===== src/rtl/core/ilnch_pkg.sv =====
// Shared types, codes and constants for the igniter launch sequencer.
// Used by every module of the block but the checker; depends on nothing else.

package ilnch_pkg;

	// Field widths.
	localparam int OP_W      = 4;
	localparam int TIME_W    = 48;
	localparam int CFG_W     = 16;
	localparam int CFG_IDX_W = 3;
	localparam int TICK_W    = 32;
	// Widest millisecond value that is ever turned into ticks (lead plus delay).
	localparam int MS_W      = CFG_W + 1;

	// Default tick rate and the rounding term of the ms to tick conversion.
	localparam int TICKS_PER_SECOND_DEF = 1000;
	localparam int ROUND_UP_MS          = 999;

	// Register reset values.
	localparam logic [CFG_W-1:0] START_DELAY_RST  = 16'd5000;
	localparam logic [CFG_W-1:0] LATENCY_COMP_RST = 16'd750;
	localparam logic [CFG_W-1:0] BURN_TIME_RST    = 16'd10000;
	localparam logic [CFG_W-1:0] HOLDOFF_RST      = 16'd1500;
	localparam logic [CFG_W-1:0] MAX_AGE_RST      = 16'd5000;
	localparam logic [CFG_W-1:0] MAX_LEAD_RST     = 16'd1000;

	// Command codes.
	typedef enum logic [OP_W-1:0] {
		OP_TICK      = 4'd0,
		OP_IGN_ON    = 4'd1,
		OP_IGN_OFF   = 4'd2,
		OP_N2_OPEN   = 4'd3,
		OP_N2_CLOSE  = 4'd4,
		OP_N2O_OPEN  = 4'd5,
		OP_N2O_CLOSE = 4'd6,
		OP_RETRACT   = 4'd7,
		OP_SEQUENCE  = 4'd8
	} op_t;

	// Configuration register indexes.
	typedef enum logic [CFG_IDX_W-1:0] {
		REG_START_DELAY  = 3'd0,
		REG_LATENCY_COMP = 3'd1,
		REG_BURN_TIME    = 3'd2,
		REG_HOLDOFF      = 3'd3,
		REG_MAX_AGE      = 3'd4,
		REG_MAX_LEAD     = 3'd5
	} cfg_reg_t;

	// Control bits of one item, carried down the pipeline.
	typedef struct packed {
		logic [OP_W-1:0] op;
		logic            abort_latched;
		logic            driver_accepts;
		logic            stepper_started;
		logic            stepper_busy;
	} ctl_t;

	// Registers used by the timestamp compensation stages.
	typedef struct packed {
		logic [CFG_W-1:0] start_delay;
		logic [CFG_W-1:0] latency_comp;
		logic [CFG_W-1:0] max_age;
		logic [CFG_W-1:0] max_lead;
	} comp_cfg_t;

	// One result item.
	typedef struct packed {
		logic igniter_drive;
		logic nitrogen_valve;
		logic nitrous_valve;
		logic retract_done_flag;
		logic stepper_run;
		logic sequence_active;
		logic holdoff_active;
		logic safe_off_event;
	} result_t;

endpackage


===== src/rtl/core/ilnch_ms2tick.sv =====
// Two-stage millisecond to tick converter: ceil(ms * TICKS_PER_SECOND / 1000), at least 1.
// Depends on ilnch_pkg for widths and the rounding constant.

module ilnch_ms2tick #(
	parameter int TICKS_PER_SECOND = ilnch_pkg::TICKS_PER_SECOND_DEF
) (
	input  logic                          clk,
	input  logic                          en_s1,
	input  logic                          en_s2,
	input  logic [ilnch_pkg::MS_W-1:0]    ms,
	output logic [ilnch_pkg::TICK_W-1:0]  ticks
);

	localparam int TpsW   = $clog2(TICKS_PER_SECOND + 1);
	localparam int ProdW  = ilnch_pkg::MS_W + TpsW + 1;
	// Dividing by 1000 is a shift by 3 followed by a division by 125.
	localparam int NumW   = ProdW - 3;
	localparam int RecipW = NumW + 2;
	localparam int Shift  = NumW + 7;
	localparam int QuoW   = NumW - 5;
	localparam int FullW  = NumW + RecipW;
	localparam logic [63:0] RecipFull = ((64'd1 << Shift) / 64'd125) + 64'd1;
	localparam logic [RecipW-1:0] Recip = RecipFull[RecipW-1:0];

	logic [ProdW-1:0] prod_s1;
	logic [FullW-1:0] full;
	logic [QuoW-1:0]  quo_s2;

	// First stage: scale to ticks and add the round-up term.
	always_ff @(posedge clk) begin
		if (en_s1) begin
			prod_s1 <= ProdW'(ms) * ProdW'(TICKS_PER_SECOND) + ProdW'(ilnch_pkg::ROUND_UP_MS);
		end
	end

	// Second stage: exact division by 125 through a reciprocal multiply.
	assign full = FullW'(prod_s1[ProdW-1:3]) * FullW'(Recip);

	always_ff @(posedge clk) begin
		if (en_s2) begin
			quo_s2 <= full[Shift +: QuoW];
		end
	end

	// A zero-length time still takes one tick.
	assign ticks = (quo_s2 == '0) ? ilnch_pkg::TICK_W'(1) : ilnch_pkg::TICK_W'(quo_s2);

endmodule


===== config.mk =====
export PLATFORM = sky130hd
export DESIGN_NAME = ilnch_ms2tick
export DESIGN_NICKNAME = d
export VERILOG_FILES = /design/src/rtl/core/ilnch_pkg.sv /design/src/rtl/core/ilnch_ms2tick.sv
export SDC_FILE = /design/constraint.sdc
export NUM_CORES = 1
export LEC_CHECK = 0
export ABC_AREA = 1
export BUFFER_PORTS_ARGS = -buffer_cell sky130_fd_sc_hd__clkbuf_2
export CAP_MARGIN = 30
export CORE_AREA = 2 2 179 268
export DETAILED_ROUTE_END_ITERATION = 16
export DIE_AREA = 0 0 181 270
export PLACE_DENSITY = 0.51
export SLEW_MARGIN = 30
export SYNTH_ARGS = -nofsm -noshare
export SYNTH_HDL_FRONTEND = slang
export SYNTH_SLANG_ARGS = --single-unit

===== constraint.sdc =====
create_clock -name clk -period 8.92 [get_ports clk]
set_input_delay 1.784 -clock clk [delete_from_list [all_inputs] [get_ports clk]]
set_output_delay 1.784 -clock clk [all_outputs]
set_load 0.03 [all_outputs]

==> key figures <==
Placed design
  • Hpwl dp: 40310 um
  • Gpl congestion: 0.9740
  • Port Buf Inserts: 38

Worst setup path
  • Worst r2r dst: quo_s2[12]
  • Slowest CP cell: edfxtp_1
  • Worst Setup End Kind: flop
  • Worst Path Max Fanout: 8
  • Critical path origin: prod_s1[25]
  • Worst Setup EP: quo_s2[12]
  • Critical path's most frequent cell: fa_1
  • Setup slack, reg-to-reg: 2.21 ns
  • Startpoint class of the critical path: flop
  • R2R cell count: 19
  • CP required: 8.97 ns
  • CP max stage delay: 0.61 ns
  • Critical path type: reg -> reg
  • Worst path cell trace: fa_1 -> inv_1 -> fa_1 -> fa_1 -> inv_1 -> fa_1 -> fa_1 -> inv_1 -> fa_1 -> inv_1 -> fa_1 -> ha_1 -> nand2_1 -> nor2_1 -> nand2_1 -> nor3_1 -> nand3_1 -> nand3_1 -> xor2_1
  • Critical Path AT: 6.76 ns
  • Origin of the critical flop-to-flop path: prod_s1[25]

Floorplanning
  • Die Area: 0.04887 mm2
  • Core Area: 0.04660 mm2
  • Chip width: 181 um
  • Die Ht: 270 um
  • Number of I/O pins: 52
  • Initial core utilization: 34.60%
  • Rows: 97

Route
  • Via/cell ratio: 4.706
  • Vias: 11890
  • Drt pass-1 iters: 6
  • Residual DRC: 0
  • 1st-iter DRT viols: 425
  • Wire length per cell: 17.34 um
  • Drt total wl: 43820 um
  • Post-DRT Antenna Nets: 0

Timing
  • Hold_ws: 1.053 ns
  • Final Max Tran Viols: 0
  • Max Clock Skew: 0.01472 ns
  • Endpoints failing hold: 0
  • Slew HR: 39.11%
  • Fin crit period: 6.706 ns
  • Max Freq: 149.1 MHz
  • Final worst-path cycle share: 75.18%
  • RSZ-0062 raised after global routing: no
  • Setup TNS: 0 ns
  • Worst-Margin Slew: 0.9037 ns
  • Setup Viol. Count Final: 0

Layout
  • Most frequent cells in the layout: inv_1 (565), ha_1 (308), fa_1 (262), nand2_1 (244), nor2_1 (110)
  • Layout cells sized above 1: 5.277%
  • Multi-input gate area: 0.01256 mm2
  • Area growth, synth to finish: 6.107%
  • Commonest non-fill, non-tap cell in the layout: inv_1
  • Register area: 0.001321 mm2
  • ANT cells: 0
  • Nets: 2522
  • Fill cell count: 4912

Global route
  • Initial antenna violation count: 0
  • Pin count of the biggest net entering global routing: 26
  • GRT Total Usage: 18.62%
  • GRT overflow: 0
  • First-pass GRT wire length: 70010 um
  • Vias in the first global route: 13300

Clocking
  • TritonCTS clock tree: built
  • H-tree Lvls: 2
  • Post-CTS setup buffers: 0
  • PostCTS Resize Cnt: 0
  • Cts bufs inserted: 5
  • Clock root cell: clkbuf_16
  • Hold-fix buffer count after cts: 0
  • CTS sink cnt: 44
  • Clk slew on worst S/H paths: 0.08 ns
  • CTS Buffer Depth: 2
  • Worst-Skew Late Latency: 0.32 ns

Yosys
  • EDFF count, synth: 44
  • Ys Warns: 0
  • #FFs+latches synth: 44
  • Post-Syn Area: 0.01613 mm2
  • Register area share after synthesis: 8.194%
  • Post-synthesis cell count: 1906
  • Asr flop ratio synth: 0%
  • Cell variety after synth: 42
  • Syn Area/Cell: 8.460 um2
  • Most used DFF post-synth: edfxtp_1

Run
  • Maxcap violations: 0

Min path
  • Hold crit path type: reg -> reg

Status
  • Status: finished, final reports clean
==> synth_stat cells (3+ instances only) <==
master / n / area share (%)
inv_1: 565 / 13
ha_1: 308 / 24
fa_1: 262 / 33
nand2_1: 244 / 5.7
nor2_1: 110 / 2.6
a21oi_1: 73 / 2.3
nand3_1: 51 / 1.6
o21ai_0: 49 / 1.5
edfxtp_1: 44 / 8.2
nand2_2: 26 / 1.0
xor2_1: 24 / 1.3
clkbuf_1: 18 / 0.42
nor3_1: 17 / 0.53
nand4_1: 15 / 0.58
buf_4: 13 / 0.61
a31oi_1: 11 / 0.43
nor4_1: 8 / 0.31
a21o_1: 7 / 0.33
nor2_2: 7 / 0.27
xnor2_1: 6 / 0.33
nand3_2: 5 / 0.31
o21bai_1: 5 / 0.23
nand3b_1: 4 / 0.19
nor2_4: 4 / 0.28
a21oi_2: 3 / 0.16
o211ai_1: 3 / 0.14
o21a_1: 3 / 0.14
or2_2: 3 / 0.12
==> final cells by class <==
| class | count | share of cell area [%] |
|---|---|---|
| Clock buffer | 5 | 0.7313 |
| Clock inverter | 3 | 0.2706 |
| Inverter | 567 | 12.44 |
| Multi-Input combinational cell | 1276 | 73.38 |
| Sequential cell | 44 | 7.722 |
| Tap cell | 594 | 4.344 |
| Timing Repair Buffer | 38 | 1.112 |
==> stage by stage <==
| stage | std cells | cell area, um2 | setup WS (ns) | utilization [%] |
|---|---|---|---|---|
| after floorplan | 1918 | 16170 | 3.158 | - |
| after global placement | 2519 | 16940 | 2.314 | 36.35 |
| after detailed placement | 2519 | 16940 | 2.356 | 36.35 |
| after CTS | 2527 | 17110 | 2.317 | 36.71 |
| after global routing | 2527 | 17110 | 2.088 | 36.71 |
| final | 2527 | 17110 | 2.214 | 36.71 |
==> logic make-up (layout without fill, tap and decap cells) <==
kind of cell / after synthesis / count (layout) / synth area share [%]
buffers and inverters: 598 / 613 / 14.22
adder cells (fa/ha/maj): 570 / 570 / 56.42
other: 1 / 13 / 0.02326
AO/OA/AOI/OAI: 162 / 162 / 5.602
flip-flops: 44 / 44 / 8.194
XOR/XNOR: 30 / 30 / 1.629
AND/OR/NAND/NOR: 501 / 501 / 13.90
==> worst min path at each step <==
stage | from | endpoint | cells after the start
after floorplan | prod_s1[27] | quo_s2[18] | 3
after CTS | prod_s1[27] | quo_s2[18] | 3
final | prod_s1[27] | quo_s2[18] | 3
after detailed placement | prod_s1[27] | quo_s2[18] | 3
after global routing | prod_s1[27] | quo_s2[18] | 3
after global placement | prod_s1[27] | quo_s2[18] | 3
==> worst max-delay path, delay by kind of cell (launching register included) <==
| family | cells | cell delay [ns] |
|---|---|---|
| adder cells (fa/ha/maj) | 8 | 3.75 |
| AND/OR/NAND/NOR | 6 | 1.70 |
| flip-flops | 1 | 0.61 |
| buffers and inverters | 4 | 0.27 |
| XOR/XNOR | 1 | 0.10 |
==> registers in the layout, summed over array words and instances, names as in the netlist <==
name     count
prod_s1     25
quo_s2      19
==> per-layer routing <==
| metal | share of wire [%] | global-route usage [%] | vias up |
|---|---|---|---|
| li1 | - | - | 5838 |
| met1 | 36 | 18.05 | 5776 |
| met2 | 56 | 38.05 | 181 |
| met3 | 1.4 | 1.133 | 96 |
| met4 | 6.6 | 10.70 | 0 |
| met5 | 0 | 0 | - |
Power is left out: the tool's default activity adds up to more than one toggle a clock period on the data nets, which glitch-free logic cannot reach.
