## src/rtl/core/ilnch_pkg.sv

```systemverilog
// Shared types, codes and constants for the igniter launch sequencer.
// Used by every module of the block but the checker; depends on nothing else.

package ilnch_pkg;

	// Field widths.
	localparam int OP_W      = 4;
	localparam int TIME_W    = 48;
	localparam int CFG_W     = 16;
	localparam int CFG_IDX_W = 3;
	localparam int TICK_W    = 32;
	// Widest millisecond value that is ever turned into ticks (lead plus delay).
	localparam int MS_W      = CFG_W + 1;

	// Default tick rate and the rounding term of the ms to tick conversion.
	localparam int TICKS_PER_SECOND_DEF = 1000;
	localparam int ROUND_UP_MS          = 999;

	// Register reset values.
	localparam logic [CFG_W-1:0] START_DELAY_RST  = 16'd5000;
	localparam logic [CFG_W-1:0] LATENCY_COMP_RST = 16'd750;
	localparam logic [CFG_W-1:0] BURN_TIME_RST    = 16'd10000;
	localparam logic [CFG_W-1:0] HOLDOFF_RST      = 16'd1500;
	localparam logic [CFG_W-1:0] MAX_AGE_RST      = 16'd5000;
	localparam logic [CFG_W-1:0] MAX_LEAD_RST     = 16'd1000;

	// Command codes.
	typedef enum logic [OP_W-1:0] {
		OP_TICK      = 4'd0,
		OP_IGN_ON    = 4'd1,
		OP_IGN_OFF   = 4'd2,
		OP_N2_OPEN   = 4'd3,
		OP_N2_CLOSE  = 4'd4,
		OP_N2O_OPEN  = 4'd5,
		OP_N2O_CLOSE = 4'd6,
		OP_RETRACT   = 4'd7,
		OP_SEQUENCE  = 4'd8
	} op_t;

	// Configuration register indexes.
	typedef enum logic [CFG_IDX_W-1:0] {
		REG_START_DELAY  = 3'd0,
		REG_LATENCY_COMP = 3'd1,
		REG_BURN_TIME    = 3'd2,
		REG_HOLDOFF      = 3'd3,
		REG_MAX_AGE      = 3'd4,
		REG_MAX_LEAD     = 3'd5
	} cfg_reg_t;

	// Control bits of one item, carried down the pipeline.
	typedef struct packed {
		logic [OP_W-1:0] op;
		logic            abort_latched;
		logic            driver_accepts;
		logic            stepper_started;
		logic            stepper_busy;
	} ctl_t;

	// Registers used by the timestamp compensation stages.
	typedef struct packed {
		logic [CFG_W-1:0] start_delay;
		logic [CFG_W-1:0] latency_comp;
		logic [CFG_W-1:0] max_age;
		logic [CFG_W-1:0] max_lead;
	} comp_cfg_t;

	// One result item.
	typedef struct packed {
		logic igniter_drive;
		logic nitrogen_valve;
		logic nitrous_valve;
		logic retract_done_flag;
		logic stepper_run;
		logic sequence_active;
		logic holdoff_active;
		logic safe_off_event;
	} result_t;

endpackage

```

## src/rtl/core/ilnch_fire_calc.sv

```systemverilog
// Timestamp compensation stages: packet age or lead against the compensated start delay.
// Produces the millisecond offset to convert and a fire-immediately flag. Uses ilnch_pkg.

module ilnch_fire_calc (
	input  logic                          clk,
	input  logic                          en_s2,
	input  logic                          en_s3,
	input  ilnch_pkg::comp_cfg_t          cfg,
	input  logic [ilnch_pkg::TIME_W-1:0]  pkt_s1,
	input  logic [ilnch_pkg::TIME_W-1:0]  wall_s1,
	output logic [ilnch_pkg::MS_W-1:0]    ms_s3,
	output logic                          now_s3
);

	localparam int TW = ilnch_pkg::TIME_W;
	localparam int CW = ilnch_pkg::CFG_W;

	logic [CW-1:0] comp;
	logic [TW:0]   age_s2;
	logic [TW-1:0] lead_s2;
	logic          none_s2;
	logic [CW-1:0] comp_s2;
	logic          age_over;
	logic          lead_over;
	logic [ilnch_pkg::MS_W-1:0] ms_d;
	logic          now_d;

	// Compensated delay, floored at zero.
	assign comp = (cfg.start_delay > cfg.latency_comp) ?
		(cfg.start_delay - cfg.latency_comp) : '0;

	// Age and lead are formed in parallel; the borrow bit tells which one applies.
	always_ff @(posedge clk) begin
		if (en_s2) begin
			age_s2  <= {1'b0, wall_s1} - {1'b0, pkt_s1};
			lead_s2 <= pkt_s1 - wall_s1;
			none_s2 <= (pkt_s1 == '0) || (wall_s1 == '0);
			comp_s2 <= comp;
		end
	end

	assign age_over  = (|age_s2[TW-1:CW]) || (age_s2[CW-1:0] > cfg.max_age);
	assign lead_over = (|lead_s2[TW-1:CW]) || (lead_s2[CW-1:0] > cfg.max_lead);

	// Select the offset: plain delay, shortened by age, lengthened by lead, or fire now.
	always_comb begin
		ms_d  = ilnch_pkg::MS_W'(comp_s2);
		now_d = 1'b0;
		if (!none_s2) begin
			if (!age_s2[TW]) begin
				if (!age_over) begin
					if (age_s2[CW-1:0] >= comp_s2) begin
						now_d = 1'b1;
					end else begin
						ms_d = ilnch_pkg::MS_W'(comp_s2 - age_s2[CW-1:0]);
					end
				end
			end else if (!lead_over) begin
				ms_d = ilnch_pkg::MS_W'(lead_s2[CW-1:0]) + ilnch_pkg::MS_W'(comp_s2);
			end
		end
	end

	always_ff @(posedge clk) begin
		if (en_s3) begin
			ms_s3  <= ms_d;
			now_s3 <= now_d;
		end
	end

endmodule

```

## config.mk

```make
export PLATFORM = sky130hd
export DESIGN_NAME = ilnch_fire_calc
export DESIGN_NICKNAME = d
export VERILOG_FILES = /design/src/rtl/core/ilnch_pkg.sv /design/src/rtl/core/ilnch_fire_calc.sv
export SDC_FILE = /design/constraint.sdc
export NUM_CORES = 1
export LEC_CHECK = 0
export BUFFER_PORTS_ARGS = -buffer_cell sky130_fd_sc_hd__buf_4
export CORE_ASPECT_RATIO = 1.5
export CORE_MARGIN = 2
export CORE_UTILIZATION = 45
export DETAILED_ROUTE_END_ITERATION = 8
export GPL_TIMING_DRIVEN = 0
export PLACE_DENSITY = 0.64
export SLEW_MARGIN = 20
export SYNTH_ARGS = -nofsm -noshare
export SYNTH_HDL_FRONTEND = slang
export SYNTH_SLANG_ARGS = --single-unit
```

## constraint.sdc

```tcl
create_clock -name clk -period 5.5 [get_ports clk]
set_clock_uncertainty 0.1 [all_clocks]
set_input_delay 1.1 -clock clk [delete_from_list [all_inputs] [get_ports clk]]
set_output_delay 1.1 -clock clk [all_outputs]
set_load 0.02 [all_outputs]
```

==> run summary <==
Number of H-tree levels -> 4
CTS tree -> done
Mapped Nets -> 1840
Layout area overhead -> 18.5%
CTS Hold Bufs -> 0
CP Max Fanout -> 9
Met3 WL post-DR -> 1.34 mm
IR Drop Worst-Case VDD -> 0.199 mV
CP Cell Sequence -> buf_4 -> inv_1 -> ha_1 -> clkbuf_1 -> nand4_1 -> or3_1 -> nor3_1 -> o21ai_0 -> a31o_2 -> a31oi_1 -> nand3_1 -> nor3_1 -> nor2_1 -> xnor2_1
Post-synthesis sequential area ratio -> 0.301
Hold path endpoint -> ms_s3[13]$_DFFE_PP_
Worst stage delay on the critical path -> 0.59 ns
Ys flop type -> edfxtp_1
Asr flop ratio synth -> 0
Tot GR Track Use -> 0.264
Fin. max-slew vios -> 0
Vias/cell -> 5.59
Final Cycle Share -> 0.873
Worst hold path type -> reg -> reg
Cell area power density -> 262 mW/mm²
Total CTS buffers -> 17
Post-cts gate resize count -> 0
First-pass GRT wire length -> 61.1 mm
RePlAce Congestion -> 0.937
Setup ws final -> 0.697 ns
Core Rows -> 76
# clock sinks -> 131
Setup Slack @ Placement -> 0.285 ns
Critical path class -> in -> reg
Syn Area/Cell -> 8.73 µm²
Drt drc -> 0
R2R Setup Slk -> 0.96 ns
Synthesized area -> 0.0131 mm²
Die ar. -> 0.0304 mm²
Fmax achieved -> 208 MHz
Nets -> 2039
Seq cells post-synth -> 131
Number of flops mapped to enable cells by yosys -> 131
Endpoints failing hold -> 0
HPWL after DPL -> 33.7 mm
Worst-Margin Slew -> 1.13 ns
Placed Area -> 0.0149 mm²
Met2 wire len -> 21.8 mm
Total wire length -> 40.1 mm
Power Total -> 4060 µW
Minimum clock period -> 4.80 ns
Post-CTS setup repair buffer count -> 0
FF-to-FF Start -> comp_s2[4]$_SDFFCE_PP0P_
Cell mode on critical path -> nor3_1
Initial DRC Count -> 646
Via count of the first global-routing pass -> 11600
Fin util -> 0.541
DR top layer -> met4
Fin Setup TNS -> 0 ns
CP required -> 5.57 ns
Cell area after layout -> 0.0155 mm²
Static Leak -> 0.00719 µW
Detail Route Antenna Nets -> 0
Worst r2r dst -> ms_s3[14]$_DFFE_PP_
Pin count of the biggest net entering global routing -> 114
Initial DRT Pass Iterations -> 5
Initial antenna violation count -> 0
Die height -> 213 µm
GRT overflow -> 0
Core ar. -> 0.0286 mm²
Distinct cells, synth -> 69
I/O pin count -> 181
Initial Util -> 0.457
CTS clock-pin slew for the worst setup and hold paths -> 0.06 ns
Reg2reg path depth -> 10
CTS root buf -> clkbuf_16
Setup violators final -> 0
Vias -> 11700
Slowest-stage cell, CP -> a31oi_1
Layout cells sized above 1 -> 0.143
# diodes -> 0
Die W -> 143 µm
Status -> complete, no violations
Per-cell routed wire length -> 19.1 µm
Cells after Synth -> 1497
CP Launch Type -> input pin
Port Buf Inserts -> 180
CTS max path bufs -> 2
Worst Hold Depth -> 2
Worst skew pair latency -> 0.44 ns
Synth warnings -> 0
Setup crit end kind -> flop
M1 wire length -> 14.8 mm
CP arrival -> 4.87 ns
RSZ-0062 raised after global routing -> false
Hold path start -> comp_s2[13]$_SDFFCE_PP0P_
# Max-Cap Violations -> 0
Slew headroom -> 0.242
## power by group
| part | switching, µW | internal (µW) |
|---|---|---|
| Combinational | 911 | 659 |
| Clock | 433 | 662 |
| Sequential | 84.3 | 1310 |
## metrics by stage
stage	hold slack, ns	std cells
final	0.548	2099
after global routing	0.603	2099
after CTS	0.545	2099
after detailed placement	0.544	2067
after global placement	0.528	2067
after floorplan	0.443	1497
## synth_stat cells, types with 3 or more instances
| cell type | count | area, µm² |
|---|---|---|
| fa_1 | 5 | 100 |
| o31ai_1 | 6 | 45.0 |
| and2_1 | 7 | 43.8 |
| nand3_1 | 12 | 60.1 |
| xor2_1 | 45 | 394 |
| or3_1 | 11 | 68.8 |
| a31oi_1 | 17 | 106 |
| ha_1 | 175 | 2190 |
| xnor2_1 | 78 | 683 |
| a21o_1 | 74 | 556 |
| o211ai_1 | 5 | 37.5 |
| a21oi_1 | 141 | 706 |
| o21ai_0 | 81 | 405 |
| nor4_1 | 47 | 294 |
| o21ai_1 | 5 | 25.0 |
| nand2b_1 | 23 | 144 |
| o21a_1 | 16 | 120 |
| clkbuf_1 | 30 | 113 |
| a21boi_0 | 4 | 30.0 |
| buf_1 | 3 | 11.3 |
| nor3b_1 | 3 | 22.5 |
| a22oi_1 | 13 | 97.6 |
| a41oi_1 | 4 | 35.0 |
| nand4_1 | 39 | 244 |
| o21bai_1 | 22 | 165 |
| buf_2 | 15 | 75.1 |
| nand2_1 | 73 | 274 |
| a221oi_1 | 8 | 70.1 |
| a211oi_1 | 9 | 67.6 |
| a31o_2 | 3 | 26.3 |
| a221o_1 | 3 | 30.0 |
| o22ai_1 | 3 | 18.8 |
| edfxtp_1 | 131 | 3930 |
| and3_1 | 3 | 18.8 |
| inv_1 | 190 | 713 |
| nor2b_1 | 29 | 181 |
| a22o_1 | 7 | 61.3 |
| nor2_1 | 99 | 372 |
| a221oi_2 | 3 | 45.0 |
| nor3_1 | 14 | 70.1 |
| a211o_1 | 4 | 35.0 |
## routing by layer
metal	up-vias	GRT usage
li1	5800	-
met1	5520	0.277
met5	-	0
met3	95	0.0298
met2	322	0.507
met4	0	0.143
## sequential cells by signal, indices dropped and copies added (netlist names)
register	flops
ms_s3	17
now_s3	1
age_s2	49
comp_s2	16
none_s2	1
lead_s2	47
## cells in the final DEF (no fill, tap or decap), drive strengths merged, types with 47 or more instances in the layout
cell type	Yosys	layout
clkbuf	30	48
xnor2	78	78
inv	190	190
nand2	73	73
buf	21	201
ha	175	175
o21ai	86	86
edfxtp	131	131
a21o	75	75
a21oi	141	141
nor2	99	99
nor4	47	47
## critical path, delay by kind of cell
kind | cells | cell delay (ns)
AOI/OAI and AO/OA | 3 | 1.06
xor gates and xnor gates | 1 | 0.15
adders and majority gates | 1 | 0.26
buffers and inverters | 3 | 0.56
and+or+nand+nor | 6 | 1.75
## cells by family (layout without fill, tap and decap cells)
kind of cell | count (synthesis) | in the layout | share of synthesized area
simple gates | 369 | 369 | 0.143
buf+inv | 242 | 454 | 0.0721
compound gates | 449 | 449 | 0.224
xor+xnor | 123 | 123 | 0.0824
mux | 3 | 3 | 0.00239
fa+ha+maj | 180 | 180 | 0.175
flops | 131 | 131 | 0.301
## final cells by class
cell class / instances / area [µm²]
fillers: 2701 / 13100
multi-input cells: 1124 / 8190
flip-flops and latches: 131 / 3930
repair buffers: 180 / 1360
inverters: 191 / 717
well taps: 390 / 488
clock buffers: 18 / 429
plain buffers: 51 / 225
clock inverters: 14 / 140
## worst max-delay path by stage
stage	from	end	slack, ns	cells after the start
after floorplan	pkt_s1[30]	age_s2[47]$_DFFE_PP_	1.55	13
after global placement	pkt_s1[23]	lead_s2[47]$_DFFE_PP_	0.24	14
after detailed placement	pkt_s1[23]	lead_s2[47]$_DFFE_PP_	0.28	14
after CTS	pkt_s1[23]	lead_s2[47]$_DFFE_PP_	0.73	14
after global routing	pkt_s1[23]	lead_s2[47]$_DFFE_PP_	0.52	14
final	pkt_s1[23]	lead_s2[47]$_DFFE_PP_	0.70	14
Note: power is estimated with default switching activity, not from simulation.
