--- config.mk ---
export PLATFORM = sky130hd
export DESIGN_NAME = ilnch_state
export DESIGN_NICKNAME = d
export VERILOG_FILES = /design/src/rtl/core/ilnch_pkg.sv /design/src/rtl/core/ilnch_state.sv
export SDC_FILE = /design/constraint.sdc
export NUM_CORES = 1
export LEC_CHECK = 0
export ABC_AREA = 1
export BUFFER_PORTS_ARGS = -buffer_cell sky130_fd_sc_hd__buf_2
export CORE_MARGIN = 10
export CORE_UTILIZATION = 36
export CTS_CLUSTER_DIAMETER = 150
export DETAILED_ROUTE_END_ITERATION = 10
export PLACE_DENSITY = 0.48
export SYNTH_ARGS = -nofsm -noshare
export SYNTH_HDL_FRONTEND = slang
export SYNTH_SLANG_ARGS = --single-unit
--- constraint.sdc ---
create_clock -name clk -period 15.9 [get_ports clk]
set_input_delay 1.59 -clock clk [delete_from_list [all_inputs] [get_ports clk]]
set_output_delay 1.59 -clock clk [all_outputs]
set_load 0.05 [all_outputs]
--- src/rtl/core/ilnch_pkg.sv ---
// Shared types, codes and constants for the igniter launch sequencer.
// Used by every module of the block but the checker; depends on nothing else.

package ilnch_pkg;

	// Field widths.
	localparam int OP_W      = 4;
	localparam int TIME_W    = 48;
	localparam int CFG_W     = 16;
	localparam int CFG_IDX_W = 3;
	localparam int TICK_W    = 32;
	// Widest millisecond value that is ever turned into ticks (lead plus delay).
	localparam int MS_W      = CFG_W + 1;

	// Default tick rate and the rounding term of the ms to tick conversion.
	localparam int TICKS_PER_SECOND_DEF = 1000;
	localparam int ROUND_UP_MS          = 999;

	// Register reset values.
	localparam logic [CFG_W-1:0] START_DELAY_RST  = 16'd5000;
	localparam logic [CFG_W-1:0] LATENCY_COMP_RST = 16'd750;
	localparam logic [CFG_W-1:0] BURN_TIME_RST    = 16'd10000;
	localparam logic [CFG_W-1:0] HOLDOFF_RST      = 16'd1500;
	localparam logic [CFG_W-1:0] MAX_AGE_RST      = 16'd5000;
	localparam logic [CFG_W-1:0] MAX_LEAD_RST     = 16'd1000;

	// Command codes.
	typedef enum logic [OP_W-1:0] {
		OP_TICK      = 4'd0,
		OP_IGN_ON    = 4'd1,
		OP_IGN_OFF   = 4'd2,
		OP_N2_OPEN   = 4'd3,
		OP_N2_CLOSE  = 4'd4,
		OP_N2O_OPEN  = 4'd5,
		OP_N2O_CLOSE = 4'd6,
		OP_RETRACT   = 4'd7,
		OP_SEQUENCE  = 4'd8
	} op_t;

	// Configuration register indexes.
	typedef enum logic [CFG_IDX_W-1:0] {
		REG_START_DELAY  = 3'd0,
		REG_LATENCY_COMP = 3'd1,
		REG_BURN_TIME    = 3'd2,
		REG_HOLDOFF      = 3'd3,
		REG_MAX_AGE      = 3'd4,
		REG_MAX_LEAD     = 3'd5
	} cfg_reg_t;

	// Control bits of one item, carried down the pipeline.
	typedef struct packed {
		logic [OP_W-1:0] op;
		logic            abort_latched;
		logic            driver_accepts;
		logic            stepper_started;
		logic            stepper_busy;
	} ctl_t;

	// Registers used by the timestamp compensation stages.
	typedef struct packed {
		logic [CFG_W-1:0] start_delay;
		logic [CFG_W-1:0] latency_comp;
		logic [CFG_W-1:0] max_age;
		logic [CFG_W-1:0] max_lead;
	} comp_cfg_t;

	// One result item.
	typedef struct packed {
		logic igniter_drive;
		logic nitrogen_valve;
		logic nitrous_valve;
		logic retract_done_flag;
		logic stepper_run;
		logic sequence_active;
		logic holdoff_active;
		logic safe_off_event;
	} result_t;

endpackage

--- src/rtl/core/ilnch_state.sv ---
// Sequencer and interlock state with the result register. Uses ilnch_pkg.
// Applies one item per load-enabled cycle to the tick counter, drives and timers.

module ilnch_state (
	input  logic                          clk,
	input  logic                          arst_n,
	input  logic                          load,
	input  ilnch_pkg::ctl_t               ctl,
	input  logic                          fire_now,
	input  logic [ilnch_pkg::TICK_W-1:0]  delay_ticks,
	input  logic [ilnch_pkg::TICK_W-1:0]  burn_ticks,
	input  logic [ilnch_pkg::TICK_W-1:0]  hold_ticks,
	output ilnch_pkg::result_t            result_q
);

	localparam int TW = ilnch_pkg::TICK_W;

	logic [TW-1:0] tick_q, fire_q, stop_q, hold_from_q;
	logic          ign_q, n2_q, n2o_q, retracted_q, run_q, armed_q, burning_q, hold_q;

	logic [TW-1:0] tick_d, fire_d, stop_d, hold_from_d;
	logic          ign_d, n2_d, n2o_d, retracted_d, run_d, armed_d, burning_d, hold_d;
	logic          safe_d;
	logic [TW-1:0] fire_calc, d_fire, d_stop, d_hold;

	// Next state for the item now leaving the pipeline.
	always_comb begin
		tick_d      = (ctl.op == ilnch_pkg::OP_TICK) ? tick_q + TW'(1) : tick_q;
		fire_d      = fire_q;
		stop_d      = stop_q;
		hold_from_d = hold_from_q;
		ign_d       = ign_q;
		n2_d        = n2_q;
		n2o_d       = n2o_q;
		retracted_d = retracted_q;
		run_d       = run_q;
		armed_d     = armed_q;
		burning_d   = burning_q;
		hold_d      = hold_q;
		safe_d      = 1'b0;
		fire_calc   = fire_now ? tick_d : tick_d + delay_ticks;
		d_fire      = tick_d - fire_q;
		d_stop      = '0;
		d_hold      = '0;

		if (ctl.abort_latched) begin
			// Abort forces every drive off; the retract flag stays.
			armed_d   = 1'b0;
			burning_d = 1'b0;
			hold_d    = 1'b0;
			run_d     = 1'b0;
			ign_d     = 1'b0;
			n2_d      = 1'b0;
			n2o_d     = 1'b0;
			safe_d    = 1'b1;
		end else begin
			unique case (ilnch_pkg::op_t'(ctl.op))
				ilnch_pkg::OP_TICK: begin
					// Fire once the fire tick is reached and the driver switches on.
					if (armed_q && !d_fire[TW-1] && ctl.driver_accepts) begin
						ign_d     = 1'b1;
						armed_d   = 1'b0;
						burning_d = 1'b1;
						stop_d    = tick_d + burn_ticks;
					end
					// End of burn starts the holdoff.
					d_stop = tick_d - stop_d;
					if (burning_d && !d_stop[TW-1]) begin
						ign_d       = 1'b0;
						burning_d   = 1'b0;
						hold_d      = 1'b1;
						hold_from_d = tick_d;
					end
					d_hold = tick_d - hold_from_d;
					if (hold_d && (d_hold >= hold_ticks)) begin
						hold_d = 1'b0;
					end
					if (run_q && !ctl.stepper_busy) begin
						run_d = 1'b0;
					end
				end
				ilnch_pkg::OP_IGN_ON: begin
					armed_d   = 1'b0;
					burning_d = 1'b0;
					hold_d    = 1'b0;
					if (ctl.driver_accepts) begin
						ign_d = 1'b1;
					end
				end
				ilnch_pkg::OP_IGN_OFF: begin
					armed_d   = 1'b0;
					burning_d = 1'b0;
					hold_d    = 1'b0;
					ign_d     = 1'b0;
				end
				ilnch_pkg::OP_N2_OPEN: begin
					if (ctl.driver_accepts) begin
						n2_d = 1'b1;
					end
				end
				ilnch_pkg::OP_N2_CLOSE: begin
					n2_d = 1'b0;
				end
				ilnch_pkg::OP_N2O_OPEN: begin
					if (ctl.driver_accepts) begin
						n2o_d = 1'b1;
					end
				end
				ilnch_pkg::OP_N2O_CLOSE: begin
					n2o_d = 1'b0;
				end
				ilnch_pkg::OP_RETRACT: begin
					if (!run_q) begin
						retracted_d = 1'b1;
						if (ctl.stepper_started) begin
							run_d = 1'b1;
						end
					end
				end
				ilnch_pkg::OP_SEQUENCE: begin
					// A new sequence is taken only when nothing is armed, burning or holding off.
					if (!armed_q && !burning_q && !hold_q) begin
						fire_d  = fire_calc;
						stop_d  = fire_calc + burn_ticks;
						armed_d = 1'b1;
					end
				end
				default: begin
				end
			endcase
		end
	end

	// State registers.
	always_ff @(posedge clk or negedge arst_n) begin
		if (!arst_n) begin
			tick_q      <= '0;
			fire_q      <= '0;
			stop_q      <= '0;
			hold_from_q <= '0;
			ign_q       <= 1'b0;
			n2_q        <= 1'b0;
			n2o_q       <= 1'b0;
			retracted_q <= 1'b0;
			run_q       <= 1'b0;
			armed_q     <= 1'b0;
			burning_q   <= 1'b0;
			hold_q      <= 1'b0;
		end else if (load) begin
			tick_q      <= tick_d;
			fire_q      <= fire_d;
			stop_q      <= stop_d;
			hold_from_q <= hold_from_d;
			ign_q       <= ign_d;
			n2_q        <= n2_d;
			n2o_q       <= n2o_d;
			retracted_q <= retracted_d;
			run_q       <= run_d;
			armed_q     <= armed_d;
			burning_q   <= burning_d;
			hold_q      <= hold_d;
		end
	end

	// Result register; payload only, so no reset.
	always_ff @(posedge clk) begin
		if (load) begin
			result_q.igniter_drive     <= ign_d;
			result_q.nitrogen_valve    <= n2_d;
			result_q.nitrous_valve     <= n2o_d;
			result_q.retract_done_flag <= retracted_d;
			result_q.stepper_run       <= run_d;
			result_q.sequence_active   <= armed_d || burning_d;
			result_q.holdoff_active    <= hold_d;
			result_q.safe_off_event    <= safe_d;
		end
	end

endmodule

==> results of run 1 <==
-- worst max path at each step --
stage	endpoint	slack [ns]	depth (start not counted)
3_5_place_dp	result_q[1]	2.05	69
4_1_cts	result_q[1]	2.49	69
3_3_place_gp	result_q[1]	2.38	70
6_report	result_q[1]	2.34	69
5_1_grt	result_q[1]	0.55	69
2_1_floorplan	result_q[1]	4.70	70
-- area by class of cell --
cell class	count	area, µm²	area share
multi-input cells	1843	10700	0.598
flip-flops and latches	144	3640	0.203
inverters	369	1390	0.0773
repair buffers	146	815	0.0455
well taps	592	741	0.0414
clock buffers	17	425	0.0238
clock inverters	15	184	0.0103
-- cells by family (layout without fill, tap and decap cells) --
group / Yosys count / in the layout / synth area share
flops: 144 / 144 / 0.228
buf+inv: 422 / 547 / 0.102
simple gates: 982 / 982 / 0.254
fa+ha+maj: 221 / 221 / 0.175
xor+xnor: 108 / 108 / 0.0592
compound gates: 532 / 532 / 0.182
-- worst max-delay path: cells and delay by family --
family	cells	cell delay (ns)
buffers and inverters	8	1.87
and+or+nand+nor	36	4.99
xor gates and xnor gates	2	0.48
AOI/OAI and AO/OA	18	3.32
adders and majority gates	5	1.59
-- power by group through the flow --
stage                     clock network [mW]  registers, mW  logic (mW)
after floorplan                            0          0.451       0.609
after global placement                     0          0.455       0.837
after detailed placement                   0          0.455       0.842
after CTS                              0.459          0.448       0.849
after global routing                   0.471          0.455       0.980
final                                  0.445          0.449       0.840
-- flip-flops by register name, indices dropped and copies added, names as in the netlist --
signal,cells
armed_q,1
burning_q,1
fire_q,32
hold_from_q,32
hold_q,1
ign_q,1
n2_q,1
n2o_q,1
result_q,8
retracted_q,1
run_q,1
stop_q,32
tick_q,32
-- routing by layer --
| layer | wire [µm] | share of wire | global-route usage |
|---|---|---|---|
| met3 | 1820 | 0.034 | 0.0335 |
| met1 | 26800 | 0.50 | 0.275 |
| met4 | 756 | 0.014 | 0.0524 |
| met5 | 0 | 0 | 0 |
| met2 | 24600 | 0.46 | 0.337 |
-- through the flow --
| stage | util | setup slack, ns |
|---|---|---|
| after floorplan | - | 4.70 |
| final | 0.407 | 2.34 |
| after CTS | 0.407 | 2.49 |
| after detailed placement | 0.393 | 2.05 |
| after global placement | 0.393 | 2.38 |
| after global routing | 0.407 | 0.554 |
-- placed cells by master (no fill, tap or decap), types with 10 or more instances in the layout --
master     synthesis  layout
o21a_1            12      12
nor3_1            21      20
nand3_1          121     121
clkbuf_16          0      17
buf_4              3      31
ha_1             217     217
nor2_1           131     129
nand2_1          640     640
a21oi_1          198     198
buf_2              6     114
o21bai_1          10      10
a31oi_1           13      13
xor2_1            73      73
or2_2             16      16
xnor2_1           35      35
inv_1            366     365
o21ai_0          230     230
dfrtp_1          136     136
nand4_1           20      20
==> results.toml, run 1 <==
[grt]
antenna_found_initial = 0
grt_usage = 0.205
grt_overflow = 0
grt_pass1_wl_mm = 85.8
grt_max_degree = 77
grt_pass1_vias = 15400

[layout]
fin_cells = 3126
diodes = 0
final_nets = 2850
fillers = 4809
final_cell_area_um2 = 17900
areaGrowthSynthToFinish_pct = 12.1
drive_above_1_share = 0.0864

[route]
drt-pass1-iter-count = 5
initialDrtViolationCount = 890
drc = 0
vias_per_cell = 4.99
wire_per_inst_um = 17.3
wl_mm = 54.0
vias = 15600
ant_nets = 0

[clock_network]
cts_setup_buffers = 0
clk_latency_ns = 0.50
cts_buffers = 17
cts.sinks = 144
root_buffer = "clkbuf_16"
cts-resized-gates = 0
cts_tree = "yes"
ctsHoldBuffers = 0
ctsHtreeMaxLevel = 4
clk_pin_slew_ns = 0.07
clockBufferDepth = 2

[pwr]
p_int_mw = 0.984
peakVddDrop_uv = 52.7
p_total_mw = 1.73
cellLeakagePower_nw = 9.41
power_switching_mw = 0.750
combPwrFrac = 0.485
clkPwrFrac = 0.257
cellPowerDensity_nw_per_um2 = 96.8
swShare = 0.433
power_frac_seq = 0.259

[synthesis]
syn_avg_cell_area_um2 = 6.63
ys_seq_area_frac = 0.228
synth_edf_count = 8
syn_area_um2 = 16000
yosys.area.top_type = "dfrtp_1"
synthArstFlopShare = 0.944
synth.most_common_cell = "nand2_1"
yosys-top-cells-area = "dfrtp_1 21%, ha_1 17%, nand2_1 15%, inv_1 8.6%, o21ai_0 7.2%"
synth_warnings = 0
synthCells = 2409
synthesis.nets = 2738
ys_ff_latch = 144
synth.top_cell.area_share = 0.213
yosysUniqueCellTypes = 51
synth_common_cells = "640 x nand2_1, 366 x inv_1, 230 x o21ai_0, 217 x ha_1, 198 x a21oi_1"
ys.flop_type = "dfrtp_1"

[timing]
slew_viol_final = 0
worst_slew_pin_slew_ns = 0.968
rsz0062_at_grt = "false"
timing.final.hold_violations = 0
finalSetupViolations = 0
holdWs_ns = 0.463
fin_crit_sh = 0.853
fmax_mhz = 73.7
setup_tns_ns = 0
layout_min_cycle_time_ns = 13.56
finClkSkew_ns = 0.0121
slew_headroom = 0.354

[place]
dp_hpwl_mm = 43.0
dp_cells = 3094
place.gp.congestion = 0.915
io_buffers = 115
place_area_um2 = 17300

[worst_hold_path]
hold_class = "flop to flop"
hold_end = "retracted_q"
holdPathStages = 2
hp-start = "retracted_q"

[status]
status = "completed"

[setup_path]
cp_max_fo = 38
r2r-end = "result_q[1]"
cp.required_ns = 16.24
r2r_slack_ns = 3.51
critPathArrivalTime_ns = 13.90
reg2regPathDepth = 68
crit_path_end_kind = "flop"
max_stage_delay_ns = 0.71
crit_path_start_kind = "input pin"
critPathSlowestCell = "inv_1"
worstSetupPathType = "input pin to flop"
cpMostUsedCell = "nand2_1"
worstSetupStartpoint = "ctl[6]"
r2r-start = "tick_q[0]"

[run]
max_cap_violations = 0

[floorplan]
die_area_um2 = 53200
io_pins = 116
core-area_um2 = 44000
die_h_um = 231
dieWidth_um = 231
num_rows = 77
start_util = 0.363
No activity file was read; power rests on OpenSTA's default activity.
==> run 2, diff against run 1 <==
--- a/config.mk
+++ b/config.mk
@@ -6,12 +6,12 @@
 export NUM_CORES = 1
 export LEC_CHECK = 0
 export ABC_AREA = 1
-export BUFFER_PORTS_ARGS = -buffer_cell sky130_fd_sc_hd__buf_2
 export CORE_MARGIN = 10
 export CORE_UTILIZATION = 36
 export CTS_CLUSTER_DIAMETER = 150
 export DETAILED_ROUTE_END_ITERATION = 10
-export PLACE_DENSITY = 0.48
+export DONT_BUFFER_PORTS = 1
+export PLACE_DENSITY = 0.46
 export SYNTH_ARGS = -nofsm -noshare
 export SYNTH_HDL_FRONTEND = slang
 export SYNTH_SLANG_ARGS = --single-unit
==> results.toml, run 2 (synthesized netlist as in run 1, its figures left out) <==
[pwr]
combPwrFrac = 0.480
clkPwrFrac = 0.254
swShare = 0.449
power_frac_seq = 0.266
p_total_mw = 1.70
p_int_mw = 0.936
cellPowerDensity_nw_per_um2 = 98.2
power_switching_mw = 0.762
peakVddDrop_uv = 53.0
cellLeakagePower_nw = 8.93

[timing]
setup_tns_ns = 0
finClkSkew_ns = 0.0142
slew_viol_final = 0
fmax_mhz = 73.1
layout_min_cycle_time_ns = 13.68
rsz0062_at_grt = "false"
holdWs_ns = 0.467
fin_crit_sh = 0.861
slew_headroom = 0.300
timing.final.hold_violations = 0
worst_slew_pin_slew_ns = 1.04
setup_slack_ns = 2.22
finalSetupViolations = 0

[grt]
grt_max_degree = 137
antenna_found_initial = 7
grt_pass1_vias = 14600
grt_pass1_wl_mm = 84.8
grt_usage = 0.207
grt_overflow = 0

[setup_path]
crit_path_end_kind = "flop"
cp_max_fo = 38
max_stage_delay_ns = 0.67
cpMostUsedCell = "nand2_1"
cp.required_ns = 16.26
cp_top_family = "simple AND/OR/NAND/NOR gates"
crit_path_start_kind = "input pin"
critPathArrivalTime_ns = 14.04
worstSetupPathType = "input pin to flop"
critPathSlowestCell = "inv_1"
crit_buf_inv = 6

[clock_network]
cts_setup_buffers = 0
cts_tree = "yes"
cts_buffers = 17
ctsHtreeMaxLevel = 4
cts.sinks = 144
clk_latency_ns = 0.51
cts-resized-gates = 0
clk_pin_slew_ns = 0.08
ctsHoldBuffers = 0
root_buffer = "clkbuf_16"
clockBufferDepth = 2

[status]
status = "completed"

[layout]
fin_util = 0.393
fin_cells = 3010
fillers = 4819
drive_above_1_share = 0.0422
layout_common_cells = "640 x nand2_1, 364 x inv_1, 230 x o21ai_0"
ff_latch_area_um2 = 3640
areaGrowthSynthToFinish_pct = 8.18
layout_commonest_cell = "nand2_1"
final_nets = 2732
multi_input_area_um2 = 10700
final_cell_area_um2 = 17300

[floorplan]
die_area_um2 = 53200
start_util = 0.363
dieWidth_um = 231
io_pins = 116
num_rows = 77
core-area_um2 = 44000
die_h_um = 231

[place]
dp_cells = 2976
place_area_um2 = 16700
place.gp.congestion = 0.919
io_buffers = 0
dp_hpwl_mm = 43.0
place_ws_ns = 1.83

[route]
vias_per_cell = 5.10
ant_nets = 0
wl_mm = 54.8
drc = 0
initialDrtViolationCount = 976
wire_per_inst_um = 18.2
drt-pass1-iter-count = 5
vias = 15300

[worst_hold_path]
hold_class = "flop to flop"

[run]
max_cap_violations = 0
[run 2: worst paths after layout]
kind	startpoint	to	slack (ns)	cells past startpoint
worst max-delay path	ctl[7]	result_q[1]	2.22	68
worst min-delay path	retracted_q	retracted_q	0.47	2
worst max register to register	tick_q[1]	result_q[1]	3.31	68
worst min register to register	retracted_q	retracted_q	0.47	2
max in group asynchronous	arst_n	hold_from_q[31]	14.68	0
min in group asynchronous	arst_n	stop_q[25]	0.78	0
[run 2: worst register-to-register path, delay by kind of cell (launching register included)]
kind,cells,cell delay [ns]
compound gates,20,3.90
flops,1,0.39
buf+inv,7,1.65
fa+ha+maj,6,1.81
xor+xnor,2,0.50
simple gates,33,4.19
[run 2: power groups by stage]
stage	logic, mW	registers [mW]	clock network [mW]
3_3_place_gp	0.805	0.458	0
4_1_cts	0.819	0.452	0.446
6_report	0.815	0.452	0.431
5_1_grt	0.939	0.459	0.457
3_5_place_dp	0.813	0.458	0
2_1_floorplan	0.609	0.451	0
[run 2: final cells by class]
cell class              instances  share of cell area
inverters                     369              0.0801
well taps                     592              0.0428
flip-flops and latches        144               0.211
repair buffers                 28              0.0122
clock inverters                15             0.00948
diodes                          2            0.000289
clock buffers                  17              0.0246
multi-input cells            1843               0.620
[run 2: metal layers]
layer,global-route usage,wire (µm),vias to the layer above
li1,-,-,7942
met1,0.275,26800,7078
met2,0.331,24600,262
met3,0.0480,2540,51
met4,0.0571,817,10
met5,0,52,-
==> run 3, diff against run 2 <==
--- a/config.mk
+++ b/config.mk
@@ -7,11 +7,11 @@
 export LEC_CHECK = 0
 export ABC_AREA = 1
 export CORE_MARGIN = 10
-export CORE_UTILIZATION = 36
+export CORE_UTILIZATION = 70
 export CTS_CLUSTER_DIAMETER = 150
 export DETAILED_ROUTE_END_ITERATION = 10
 export DONT_BUFFER_PORTS = 1
-export PLACE_DENSITY = 0.46
+export PLACE_DENSITY = 0.82
 export SYNTH_ARGS = -nofsm -noshare
 export SYNTH_HDL_FRONTEND = slang
 export SYNTH_SLANG_ARGS = --single-unit
==> results.toml, run 3 (synthesized netlist as in run 1, its figures left out) <==
[clock_network]
cts_tree = "yes"
cts.sinks = 144
clockBufferDepth = 2
clk_latency_ns = 0.45
clk_pin_slew_ns = 0.07
root_buffer = "clkbuf_16"
cts-resized-gates = 0
cts_setup_buffers = 0
ctsHtreeMaxLevel = 4
ctsHoldBuffers = 0
cts_buffers = 17

[layout]
areaGrowthSynthToFinish_pct = 5.66
layout_commonest_cell = "nand2_1"
final_nets = 2732
diodes = 0
layout_common_cells = "640 x nand2_1, 366 x inv_1, 230 x o21ai_0"
drive_above_1_share = 0.0410

[timing]
layout_min_cycle_time_ns = 13.54
worst_slew_pin_slew_ns = 1.16
finClkSkew_ns = 0.0206
slew_headroom = 0.227
finalSetupViolations = 0
fin_crit_sh = 0.851
fmax_mhz = 73.9
slew_viol_final = 0
rsz0062_at_grt = "false"
setup_tns_ns = 0
timing.final.hold_violations = 0

[pwr]
swShare = 0.441
cellPowerDensity_nw_per_um2 = 100
p_int_mw = 0.945
peakVddDrop_uv = 69.3
clkPwrFrac = 0.246
power_switching_mw = 0.744
cellLeakagePower_nw = 8.94
power_frac_seq = 0.269
p_total_mw = 1.69
combPwrFrac = 0.484

[floorplan]
num_rows = 55
core-area_um2 = 22600
io_pins = 116
dieWidth_um = 171
die_h_um = 171
start_util = 0.708
die_area_um2 = 29300

[setup_path]
cp_max_fo = 38
max_stage_delay_ns = 0.72
cpMostUsedCell = "nand2_1"
cp.required_ns = 16.20
reg2regPathDepth = 68
worstSetupPathType = "input pin to flop"
crit_path_end_kind = "flop"
critPathSlowestCell = "xor2_1"
critPathArrivalTime_ns = 13.83
r2r-end = "result_q[1]"
r2r_slack_ns = 3.61
crit_path_start_kind = "input pin"
r2r-start = "tick_q[1]"

[worst_hold_path]
hold_end = "hold_from_q[24]"
hold_class = "flop to flop"
hp-start = "hold_from_q[24]"
holdPathStages = 2

[grt]
grt_max_degree = 137
grt_overflow = 0
grt_pass1_wl_mm = 78.9
grt_usage = 0.337
grt_pass1_vias = 15900
antenna_found_initial = 1

[route]
drt-pass1-iter-count = 5
vias_per_cell = 6.13
wire_per_inst_um = 18.4
vias = 16600
ant_nets = 0
initialDrtViolationCount = 1622
drc = 0
wl_mm = 49.6

[status]
status = "completed"

[place]
io_buffers = 0
dp_hpwl_mm = 38.0
place.gp.congestion = 0.989

[run]
max_cap_violations = 0
run 3: power by group through the flow:
stage	sequential (mW)	clock, mW	combinational, mW
after floorplan	0.451	0	0.609
after global routing	0.459	0.431	0.926
after CTS	0.454	0.414	0.801
after detailed placement	0.460	0	0.791
final	0.455	0.416	0.818
after global placement	0.458	0	0.758
run 3: through the flow:
step                       util  setup slack, ns  hold slack [ns]  instance area, µm²  instances
final                     0.748             2.36            0.480               16900       2701
after global routing      0.748             1.46            0.501               16900       2701
after CTS                 0.748             2.70            0.484               16900       2701
after detailed placement  0.722             2.34            0.465               16300       2669
after global placement    0.722             2.91            0.442               16300       2669
after floorplan               -             4.70            0.427               16000       2409
run 3: final cells by class:
type                       count  area, µm²
clock inverter                14        133
tap                          285        357
clock buffer                  18        450
inverter                     369       1390
multi-input combinational   1843      10700
fill                        1833       5680
sequential                   144       3640
timing repair buffer          28        210
run 3: worst max path at each step:
| stage | startpoint | to | slack (ns) | cells past startpoint |
|---|---|---|---|---|
| floorplan | ctl[7] | result_q[1] | 4.70 | 70 |
| global placement | ctl[7] | result_q[1] | 2.91 | 61 |
| detailed placement | ctl[7] | result_q[1] | 2.34 | 61 |
| CTS | ctl[7] | result_q[1] | 2.70 | 61 |
| global route | ctl[7] | result_q[1] | 1.46 | 61 |
| finish | ctl[7] | result_q[1] | 2.36 | 61 |
run 3: metal layers:
layer  routed length [µm]  up-vias  GRT usage
met4                 2250        2      0.157
met2                22300      863      0.543
li1                     -     7935          -
met3                 4880      181     0.0797
met5                   13        -          0
met1                20100     7572      0.416
run 3: critical path, delay by kind of cell:
kind / cells / cell delay (ns)
compound gates: 18 / 3.53
xor+xnor: 2 / 0.93
simple gates: 30 / 4.55
buf+inv: 6 / 1.56
fa+ha+maj: 5 / 1.64
